<file path="src/cfc_pkg.sv">
// ----------------------------------------------------------------------------
// cfc_pkg
// Types and constants shared by the compressor fill controller.
// ----------------------------------------------------------------------------
package cfc_pkg;

  localparam int SAMPLE_BITS = 12;
  localparam int RETRY_BITS  = 16;
  localparam int CFG_BITS    = 16;
  localparam int CFG_IDX_BITS = 3;

  // Pressure constants, in converter counts
  localparam logic [RETRY_BITS-1:0] REARM_GAP   = 16'd200;
  localparam logic [RETRY_BITS-1:0] BAR3_COUNTS = 16'd2400;
  localparam logic [RETRY_BITS-1:0] BAR2_COUNTS = 16'd1500;
  localparam logic [RETRY_BITS-1:0] BAR1_COUNTS = 16'd780;

  // Controller states
  localparam logic [1:0] ST_IDLE    = 2'd0;
  localparam logic [1:0] ST_FILLING = 2'd1;
  localparam logic [1:0] ST_FULL    = 2'd2;
  localparam logic [1:0] ST_FAULT   = 2'd3;

  // Configuration register indexes
  localparam logic [CFG_IDX_BITS-1:0] REG_LP_UNDER  = 3'd0;
  localparam logic [CFG_IDX_BITS-1:0] REG_LP_OVER   = 3'd1;
  localparam logic [CFG_IDX_BITS-1:0] REG_HP_OVER   = 3'd2;
  localparam logic [CFG_IDX_BITS-1:0] REG_HP_SENSOR = 3'd3;
  localparam logic [CFG_IDX_BITS-1:0] REG_HP_FULL   = 3'd4;
  localparam logic [CFG_IDX_BITS-1:0] REG_RETRY     = 3'd5;

  // Fault flag bit positions
  localparam int FLAG_LP_UNDER  = 0;
  localparam int FLAG_LP_OVER   = 1;
  localparam int FLAG_HP_OVER   = 2;
  localparam int FLAG_HP_SENSOR = 3;

  typedef struct packed {
    logic [SAMPLE_BITS-1:0] lp_sample;
    logic [SAMPLE_BITS-1:0] hp_sample;
  } cfc_in_t;

  typedef struct packed {
    logic [1:0] ctrl_state;
    logic [3:0] fault_flags;
    logic       compressor_on;
    logic       green_lamp;
    logic       amber_lamp;
    logic       led_red;
    logic [2:0] bar_level;
  } cfc_out_t;

endpackage

</file>
<file path="src/compressor_fill_controller.sv">
// ----------------------------------------------------------------------------
// compressor_fill_controller
// Tank fill state machine driven by one pair of pressure samples per tick.
// ----------------------------------------------------------------------------
// Usage:
//   in_valid/in_ready carry one control tick (low- and high-pressure sample).
//   out_valid/out_ready carry the status for that tick: state, fault flags,
//   compressor enable, three lamps and the bar graph level.
//   The status is registered: a tick transferred at an edge has its status
//   in the output register after that edge. One tick per cycle is sustained
//   while out_ready holds; the state update and all compares are combinational.
//   When the receiver stalls, the output register holds its status and
//   in_ready drops until it is taken; a tick can enter in the same cycle
//   the held status is transferred.
//   Reset returns the state to idle, clears the retry counter, switches the
//   compressor off, empties the output register and loads the default
//   thresholds. Configuration writes via cfg_wr_en/cfg_index/cfg_data take
//   effect at the next edge; unknown indexes are ignored.
// ----------------------------------------------------------------------------
module compressor_fill_controller (
  input  logic                              clk,
  input  logic                              rst,
  input  logic                              in_valid,
  output logic                              in_ready,
  input  cfc_pkg::cfc_in_t                  in_data,
  output logic                              out_valid,
  input  logic                              out_ready,
  output cfc_pkg::cfc_out_t                 out_data,
  input  logic                              cfg_wr_en,
  input  logic [cfc_pkg::CFG_IDX_BITS-1:0]  cfg_index,
  input  logic [cfc_pkg::CFG_BITS-1:0]      cfg_data
);
  import cfc_pkg::*;

  logic [SAMPLE_BITS-1:0] lp_under_threshold;
  logic [SAMPLE_BITS-1:0] lp_over_threshold;
  logic [SAMPLE_BITS-1:0] hp_over_threshold;
  logic [SAMPLE_BITS-1:0] hp_sensor_threshold;
  logic [SAMPLE_BITS-1:0] hp_full_threshold;
  logic [RETRY_BITS-1:0]  fault_retry_ticks;

  logic [1:0]            mode_reg, mode_reg_next;
  logic [RETRY_BITS-1:0] retry_counter, retry_counter_next;
  logic                  compressor_reg, compressor_reg_next;

  logic [RETRY_BITS-1:0] retry_inc;
  logic [RETRY_BITS-1:0] hp_wide;
  logic [RETRY_BITS-1:0] full_wide;
  logic                  hp_full;
  logic                  below_rearm;
  logic [3:0]            flags;
  logic [2:0]            bar;
  logic                  accept;
  cfc_out_t              result;

  assign accept   = in_valid && in_ready;
  assign in_ready = !out_valid || out_ready;

  // Configuration registers
  always_ff @(posedge clk) begin
    if (rst) begin
      lp_under_threshold  <= SAMPLE_BITS'(100);
      lp_over_threshold   <= SAMPLE_BITS'(3900);
      hp_over_threshold   <= SAMPLE_BITS'(4000);
      hp_sensor_threshold <= SAMPLE_BITS'(50);
      hp_full_threshold   <= SAMPLE_BITS'(3000);
      fault_retry_ticks   <= RETRY_BITS'(100);
    end else if (cfg_wr_en) begin
      case (cfg_index)
        REG_LP_UNDER:  lp_under_threshold  <= cfg_data[SAMPLE_BITS-1:0];
        REG_LP_OVER:   lp_over_threshold   <= cfg_data[SAMPLE_BITS-1:0];
        REG_HP_OVER:   hp_over_threshold   <= cfg_data[SAMPLE_BITS-1:0];
        REG_HP_SENSOR: hp_sensor_threshold <= cfg_data[SAMPLE_BITS-1:0];
        REG_HP_FULL:   hp_full_threshold   <= cfg_data[SAMPLE_BITS-1:0];
        REG_RETRY:     fault_retry_ticks   <= cfg_data[RETRY_BITS-1:0];
        default: ;
      endcase
    end
  end

  always_comb begin
    hp_wide   = RETRY_BITS'(in_data.hp_sample);
    full_wide = RETRY_BITS'(hp_full_threshold);

    flags[FLAG_LP_UNDER]  = in_data.lp_sample < lp_under_threshold;
    flags[FLAG_LP_OVER]   = in_data.lp_sample > lp_over_threshold;
    flags[FLAG_HP_OVER]   = in_data.hp_sample > hp_over_threshold;
    flags[FLAG_HP_SENSOR] = in_data.hp_sample < hp_sensor_threshold;

    hp_full = in_data.hp_sample >= hp_full_threshold;
    // A full threshold under the gap has a negative re-arm point: never below
    below_rearm = (full_wide >= REARM_GAP) && ((hp_wide + REARM_GAP) < full_wide);

    if (retry_counter == {RETRY_BITS{1'b1}}) begin
      retry_inc = retry_counter;
    end else begin
      retry_inc = retry_counter + RETRY_BITS'(1);
    end

    mode_reg_next       = mode_reg;
    retry_counter_next  = retry_counter;
    compressor_reg_next = compressor_reg;

    if (flags != 4'd0) begin
      mode_reg_next       = ST_FAULT;
      retry_counter_next  = '0;
      compressor_reg_next = 1'b0;
    end else begin
      case (mode_reg)
        ST_IDLE: begin
          if (hp_full) begin
            mode_reg_next = ST_FULL;
          end else begin
            mode_reg_next       = ST_FILLING;
            compressor_reg_next = 1'b1;
          end
        end
        ST_FILLING: begin
          if (hp_full) begin
            mode_reg_next       = ST_FULL;
            compressor_reg_next = 1'b0;
          end
        end
        ST_FULL: begin
          if (below_rearm) begin
            mode_reg_next = ST_IDLE;
          end
        end
        default: begin
          retry_counter_next = retry_inc;
          if (retry_inc >= fault_retry_ticks) begin
            mode_reg_next = ST_IDLE;
          end
        end
      endcase
    end

    if (!below_rearm) begin
      bar = 3'd4;
    end else if (hp_wide >= BAR3_COUNTS) begin
      bar = 3'd3;
    end else if (hp_wide >= BAR2_COUNTS) begin
      bar = 3'd2;
    end else if (hp_wide >= BAR1_COUNTS) begin
      bar = 3'd1;
    end else begin
      bar = 3'd0;
    end

    result.ctrl_state    = mode_reg_next;
    result.fault_flags   = flags;
    result.compressor_on = compressor_reg_next;
    result.green_lamp    = (mode_reg_next == ST_FILLING) || (mode_reg_next == ST_FULL);
    result.amber_lamp    = (mode_reg_next == ST_IDLE) || (mode_reg_next == ST_FILLING);
    result.led_red       = mode_reg_next == ST_FAULT;
    result.bar_level     = bar;
  end

  // Advance state on each tick transfer
  always_ff @(posedge clk) begin
    if (rst) begin
      mode_reg       <= ST_IDLE;
      retry_counter  <= '0;
      compressor_reg <= 1'b0;
    end else if (accept) begin
      mode_reg       <= mode_reg_next;
      retry_counter  <= retry_counter_next;
      compressor_reg <= compressor_reg_next;
    end
  end

  always_ff @(posedge clk) begin
    if (rst) begin
      out_valid <= 1'b0;
    end else if (accept) begin
      out_valid <= 1'b1;
    end else if (out_ready) begin
      out_valid <= 1'b0;
    end
  end

  always_ff @(posedge clk) begin
    if (accept) begin
      out_data <= result;
    end
  end

  a_fault_forces_state: assert property (@(posedge clk) disable iff (rst)
    (out_valid && (out_data.fault_flags != 4'd0)) |->
      (out_data.ctrl_state == ST_FAULT && !out_data.compressor_on))
    else $error("fault flags without fault state");

  a_compressor_only_filling: assert property (@(posedge clk) disable iff (rst)
    compressor_reg == (mode_reg == ST_FILLING))
    else $error("compressor enable does not match filling state");

  a_reset_clears: assert property (@(posedge clk)
    rst |=> (!out_valid && mode_reg == ST_IDLE && retry_counter == '0))
    else $error("reset did not clear control state");

endmodule
</file>
<file path="config.mk">
export PLATFORM = sky130hd
export DESIGN_NAME = compressor_fill_controller
export DESIGN_NICKNAME = d
export VERILOG_FILES = /design/src/cfc_pkg.sv /design/src/compressor_fill_controller.sv
export SDC_FILE = /design/constraint.sdc
export NUM_CORES = 1
export LEC_CHECK = 0
export CORE_ASPECT_RATIO = 0.75
export CORE_MARGIN = 1.5
export CORE_UTILIZATION = 49
export CTS_CLUSTER_SIZE = 20
export DETAILED_ROUTE_END_ITERATION = 7
export DONT_BUFFER_PORTS = 1
export PLACE_DENSITY = 0.66
export SLEW_MARGIN = 20
export SYNTH_ARGS = -nofsm -noshare
export SYNTH_HDL_FRONTEND = slang
export SYNTH_SLANG_ARGS = --single-unit
</file>
<file path="constraint.sdc">
create_clock -name clk -period 4.13 [get_ports clk]
set_input_delay 0.2065 -clock clk [delete_from_list [all_inputs] [get_ports clk]]
set_output_delay 0.2065 -clock clk [all_outputs]
set_load 0.05 [all_outputs]
</file>
## After elaboration in Yosys (flattened, before gate mapping)

Index checks and enable logic that the tools add are counted.

- Flip-flop bits (word level): 109
- Input bits: 48
- Word-level logic and storage cells: 79

- Add/subtract/negate cells: 2
- Magnitude comparators: 11
- Equal/unequal tests: 12
- Muxes and demuxes: 18
- Reductions and logical operators: 19

Operator list:

| cell | count |
|---|---|
| 2-to-1 mux 16 bit | 3 |
| > comparator 12 bit | 2 |
| < comparator 12 bit | 2 |
| adder 16 x 1 -> 16 bit (second input constant) | 1 |
| equality test 16 bit (second input constant) | 1 |
| >= comparator 16 bit | 1 |
| 2-to-1 mux 2 bit | 7 |
| AND reduction 2 bit | 7 |
| adder 12 x 8 -> 13 bit (second input constant) | 1 |
| < comparator 13 x 12 -> 1 bit | 1 |
| >= comparator 12 x 10 -> 1 bit (second input constant) | 1 |
| >= comparator 12 x 11 -> 1 bit (second input constant) | 1 |
| >= comparator 12 bit | 1 |
| >= comparator 12 bit (second input constant) | 1 |
| >= comparator 12 x 8 -> 1 bit (second input constant) | 1 |
| equality test 2 bit (second input constant) | 3 |
| equality test 3 x 2 -> 1 bit (second input constant) | 2 |
| equality test 3 bit (second input constant) | 2 |
| 2-to-1 mux 1 bit | 6 |
| case mux 2 bit (3 select lines) | 1 |
| equality test 2 x 1 -> 1 bit (second input constant) | 2 |
| zero test 2 bit | 2 |
| nonzero test 4 bit | 1 |
| equality test 3 x 1 -> 1 bit (second input constant) | 1 |
| other kinds (8) | 11 |

## Longest topological paths before layout

- Word-level depth: 8
- Depth in mapped cells: 18
- Mapped depth without buffers: 17

## Least setup slack after synthesis

OpenSTA, ideal clock, no wires.

- Kind: register to register
- Start: register retry_counter[3]
- End: register out_data[4] (netlist name) (data pin)
- Library setup time: 0.262 ns
- Arrival: 3.223 ns
- Data required time: 3.868 ns
- Slack: 0.645 ns
- Stages on the path, launching flop included: 16
- Buffers on the path: 1
- Period minus slack after synthesis: 3.485 ns
- Cell sequence: dfxtp_1 -> and4_1 -> and4_1 -> buf_2 -> nand3_1 -> nor2_1 -> and3_1 -> mux2_1 -> ha_1 -> nand4_1 -> nor4_1 -> a21oi_1 -> nor3b_2 -> inv_1 -> ha_1 -> or2_2

RTL lines:

| what | RTL line | RTL |
|---|---|---|
| start: declaration | compressor_fill_controller.sv:43 | `logic [RETRY_BITS-1:0] retry_counter, retry_counter_next;` |
| start signal: assignment | compressor_fill_controller.sv:167 | `retry_counter <= retry_counter_next;` |
| end signal: assignment | compressor_fill_controller.sv:184 | `out_data <= result;` |
| end: declaration | compressor_fill_controller.sv:28 | `output cfc_pkg::cfc_out_t out_data,` |

==> results.py <==
metrics = {
    "status": {
        "status": "completed",
    },
    "pwr": {
        "power_mw": 2.311,
        "total_leakage_power_nw": 3.100,
        "sw_frac_of_total_pct": 28.29,
        "p_comb_share_pct": 13.5,
        "p_per_area_nw_per_um2": 318.0,
        "pwr-share-seq_pct": 51.1,
        "pwr-share-clk_pct": 35.4,
        "vdd_ir_drop_max_mv": 0.2350,
        "p_int_mw": 1.657,
        "p_sw_mw": 0.6539,
    },
    "timing": {
        "slew_violations": 0,
        "max_freq_mhz": 263.1,
        "tightest_slew_ns": 0.7608,
        "timing.setup.tns_ns": 0,
        "rsz0062_at_grt": "no",
        "setup_violations": 0,
        "min_period_over_period_pct": 92.03,
        "layout_setup_ws_ns": 0.3291,
        "hold_violations": 0,
        "period_needed_ns": 3.801,
        "relSlewSlack_pct": 49.22,
        "skew_ns": 0.01201,
        "whs_ns": 0.008290,
    },
    "routing": {
        "num_vias": 5517,
        "wire_per_inst_um": 17.40,
        "final_antenna_net_count": 0,
        "vias_per_cell": 5.688,
        "drt-pass1-iter-count": 4,
        "drt_wl_total_um": 16880,
        "remaining_drc_errors": 0,
        "first_iter_violations": 318,
    },
    "worst_setup_path": {
        "critPathTopFamily": "simple AND/OR/NAND/NOR gates",
        "endpoint_kind": "flop",
        "crit_path_max_incr_delay_ns": 0.42,
        "crit_buf_inv": 0,
        "crit_required_ns": 4.23,
        "path_max_fanout": 8,
        "critPathSlowestCell": "dfxtp_1",
        "cp-start-kind": "flop",
        "worstPathCellList": "and4_1 -> and4_2 -> nand4_1 -> nand2_1 -> nor2_1 -> xor2_1 -> ha_1 -> a21o_1 -> a21o_1 -> a21oi_1 -> o211ai_1 -> a21oi_2 -> nor4b_2 -> ha_1 -> or2_2",
        "crit_arrival_ns": 3.90,
        "crit_type": "flop to flop",
    },
    "placement": {
        "portBuffers": 0,
        "detailedPlace.worstSlack_ns": 0.2021,
        "hpwlAfterDp_um": 12070,
        "gp_congestion": 0.8535,
    },
    "synth": {
        "syn_nets": 927,
        "ys_ff_latch": 109,
        "avgSynthCellArea_sq_um": 8.436,
        "synth_warnings": 0,
        "synth_enable_flop_cells": 13,
        "synth-async-reset-ratio_pct": 0,
        "synth_cells": 791,
        "synth-main-ff-cell": "dfxtp_1",
        "ys_seq_area_share_pct": 34.65,
        "yosysUniqueCellTypes": 58,
        "syn_area_sq_um": 6673,
    },
    "finish": {
        "area_delta_synth_final_pct": 8.926,
        "final_cell_mix": "nand2_1 (136), dfxtp_1 (96), ha_1 (88)",
        "drive_gt1_share_pct": 5.006,
        "largestRegisters": "fault_retry_ticks x16, retry_counter x16, out_data x13",
        "finalNetCount": 930,
        "num_antenna_cells": 0,
        "fin_util_pct": 55.26,
        "layout_commonest_cell": "nand2_1",
    },
    "die": {
        "rows": 36,
        "dieArea_sq_um": 14330,
        "dieHeight_um": 104.1,
        "pin_count": 63,
        "core-area_sq_um": 13150,
        "start_util_pct": 50.73,
        "die_w_um": 137.7,
    },
    "grt": {
        "grt.total_usage_pct": 24.64,
        "grt-ovfl-total": 0,
        "grt_pass1_vias": 5485,
        "grt_pass1_wl_um": 27530,
        "grt_max_degree": 84,
        "grt_antenna_before_repair": 0,
    },
    "job": {
        "max-cap-violations": 0,
    },
    "clock_tree": {
        "cts_tree": "done",
        "root_buffer": "clkbuf_16",
        "clk_path_buf_depth": 2,
        "cts_post_setup_buffers_inserted": 0,
        "cts_buffers": 9,
        "clk_latency_ns": 0.35,
        "clkSinkCount": 109,
        "htreeDepth": 3,
        "clk_transition_reported_paths_ns": 0.07,
    },
    "hold_path": {
        "worstHoldPathType": "input pin to flop",
    },
}
per-layer routing:
| metal | global-route usage, % | part of all wire (%) |
|---|---|---|
| met1 | 33.12 | 47 |
| met2 | 39.89 | 45 |
| met3 | 5.312 | 5.6 |
| met4 | 6.622 | 1.7 |
| met5 | 0 | 0 |
per-stage QoR:
step / std cells / cell area [sq um]
after floorplan: 791 / 6673
final: 970 / 7268
after detailed placement: 936 / 6785
after global routing: 970 / 7268
after global placement: 936 / 6785
after CTS: 970 / 7257
synthesized netlist by cell type (6+ instances only):
cell type / count / area share (%)
inv_1: 81 / 4.6
a21o_1: 15 / 1.7
nand3b_1: 15 / 1.7
nand2b_1: 9 / 0.84
nor2_1: 48 / 2.7
a21oi_1: 72 / 5.4
a211o_1: 20 / 2.6
nand2_1: 136 / 7.7
xor2_1: 7 / 0.92
nand3_1: 19 / 1.4
clkbuf_1: 21 / 1.2
ha_1: 88 / 17
xnor2_1: 9 / 1.2
a22o_1: 11 / 1.4
o211ai_1: 7 / 0.79
and3_1: 6 / 0.56
dfxtp_1: 96 / 29
nor2b_1: 9 / 0.84
mux2i_1: 7 / 1.1
nor3_1: 7 / 0.52
edfxtp_1: 13 / 5.9
nand4_1: 17 / 1.6
final timing paths:
kind	from	endpoint	slack (ns)	depth (start not counted)
worst max-delay path	retry_counter[4]	out_data[4]	0.33	15
worst max register to register	retry_counter[4]	out_data[4]	0.33	15
worst min-delay path	cfg_data[2]	hp_full_threshold[2]	0.008	2
worst min register to register	fault_retry_ticks[11]	fault_retry_ticks[11]	0.46	2
power by group through the flow:
stage                     Clock, mW  Combinational (mW)  Sequential [mW]
after global routing          0.873               0.353             1.19
after CTS                     0.834               0.309             1.18
final                         0.818               0.312             1.18
after floorplan                   0               0.226             1.20
after detailed placement          0               0.264             1.21
after global placement            0               0.251             1.20
cells by family after synthesis:
family	count (synthesis)	share of synthesized area, %
adders and majority gates	88	16.50
buffers and inverters	110	6.413
AOI/OAI and AO/OA	167	17.66
and+or+nand+nor	291	21.11
muxes	10	1.556
xor gates and xnor gates	16	2.100
DFF	109	34.65
area by class of cell:
type | instances | area, sq um
Sequential cell | 109 | 2312
Fill cell | 1198 | 5884
Timing Repair Buffer | 21 | 220.2
Inverter | 81 | 304.0
Multi-Input combinational cell | 572 | 3944
Tap cell | 171 | 214.0
Clock inverter | 6 | 45.04
Clock buffer | 10 | 229.0
what timing repair did:
action	CTS	global route
endpoints found under the setup margin	0	1
resized for setup	0	3
endpoints found under the hold margin	83	0
hold buffers	18	0
Power figures use the tool's default switching activity.
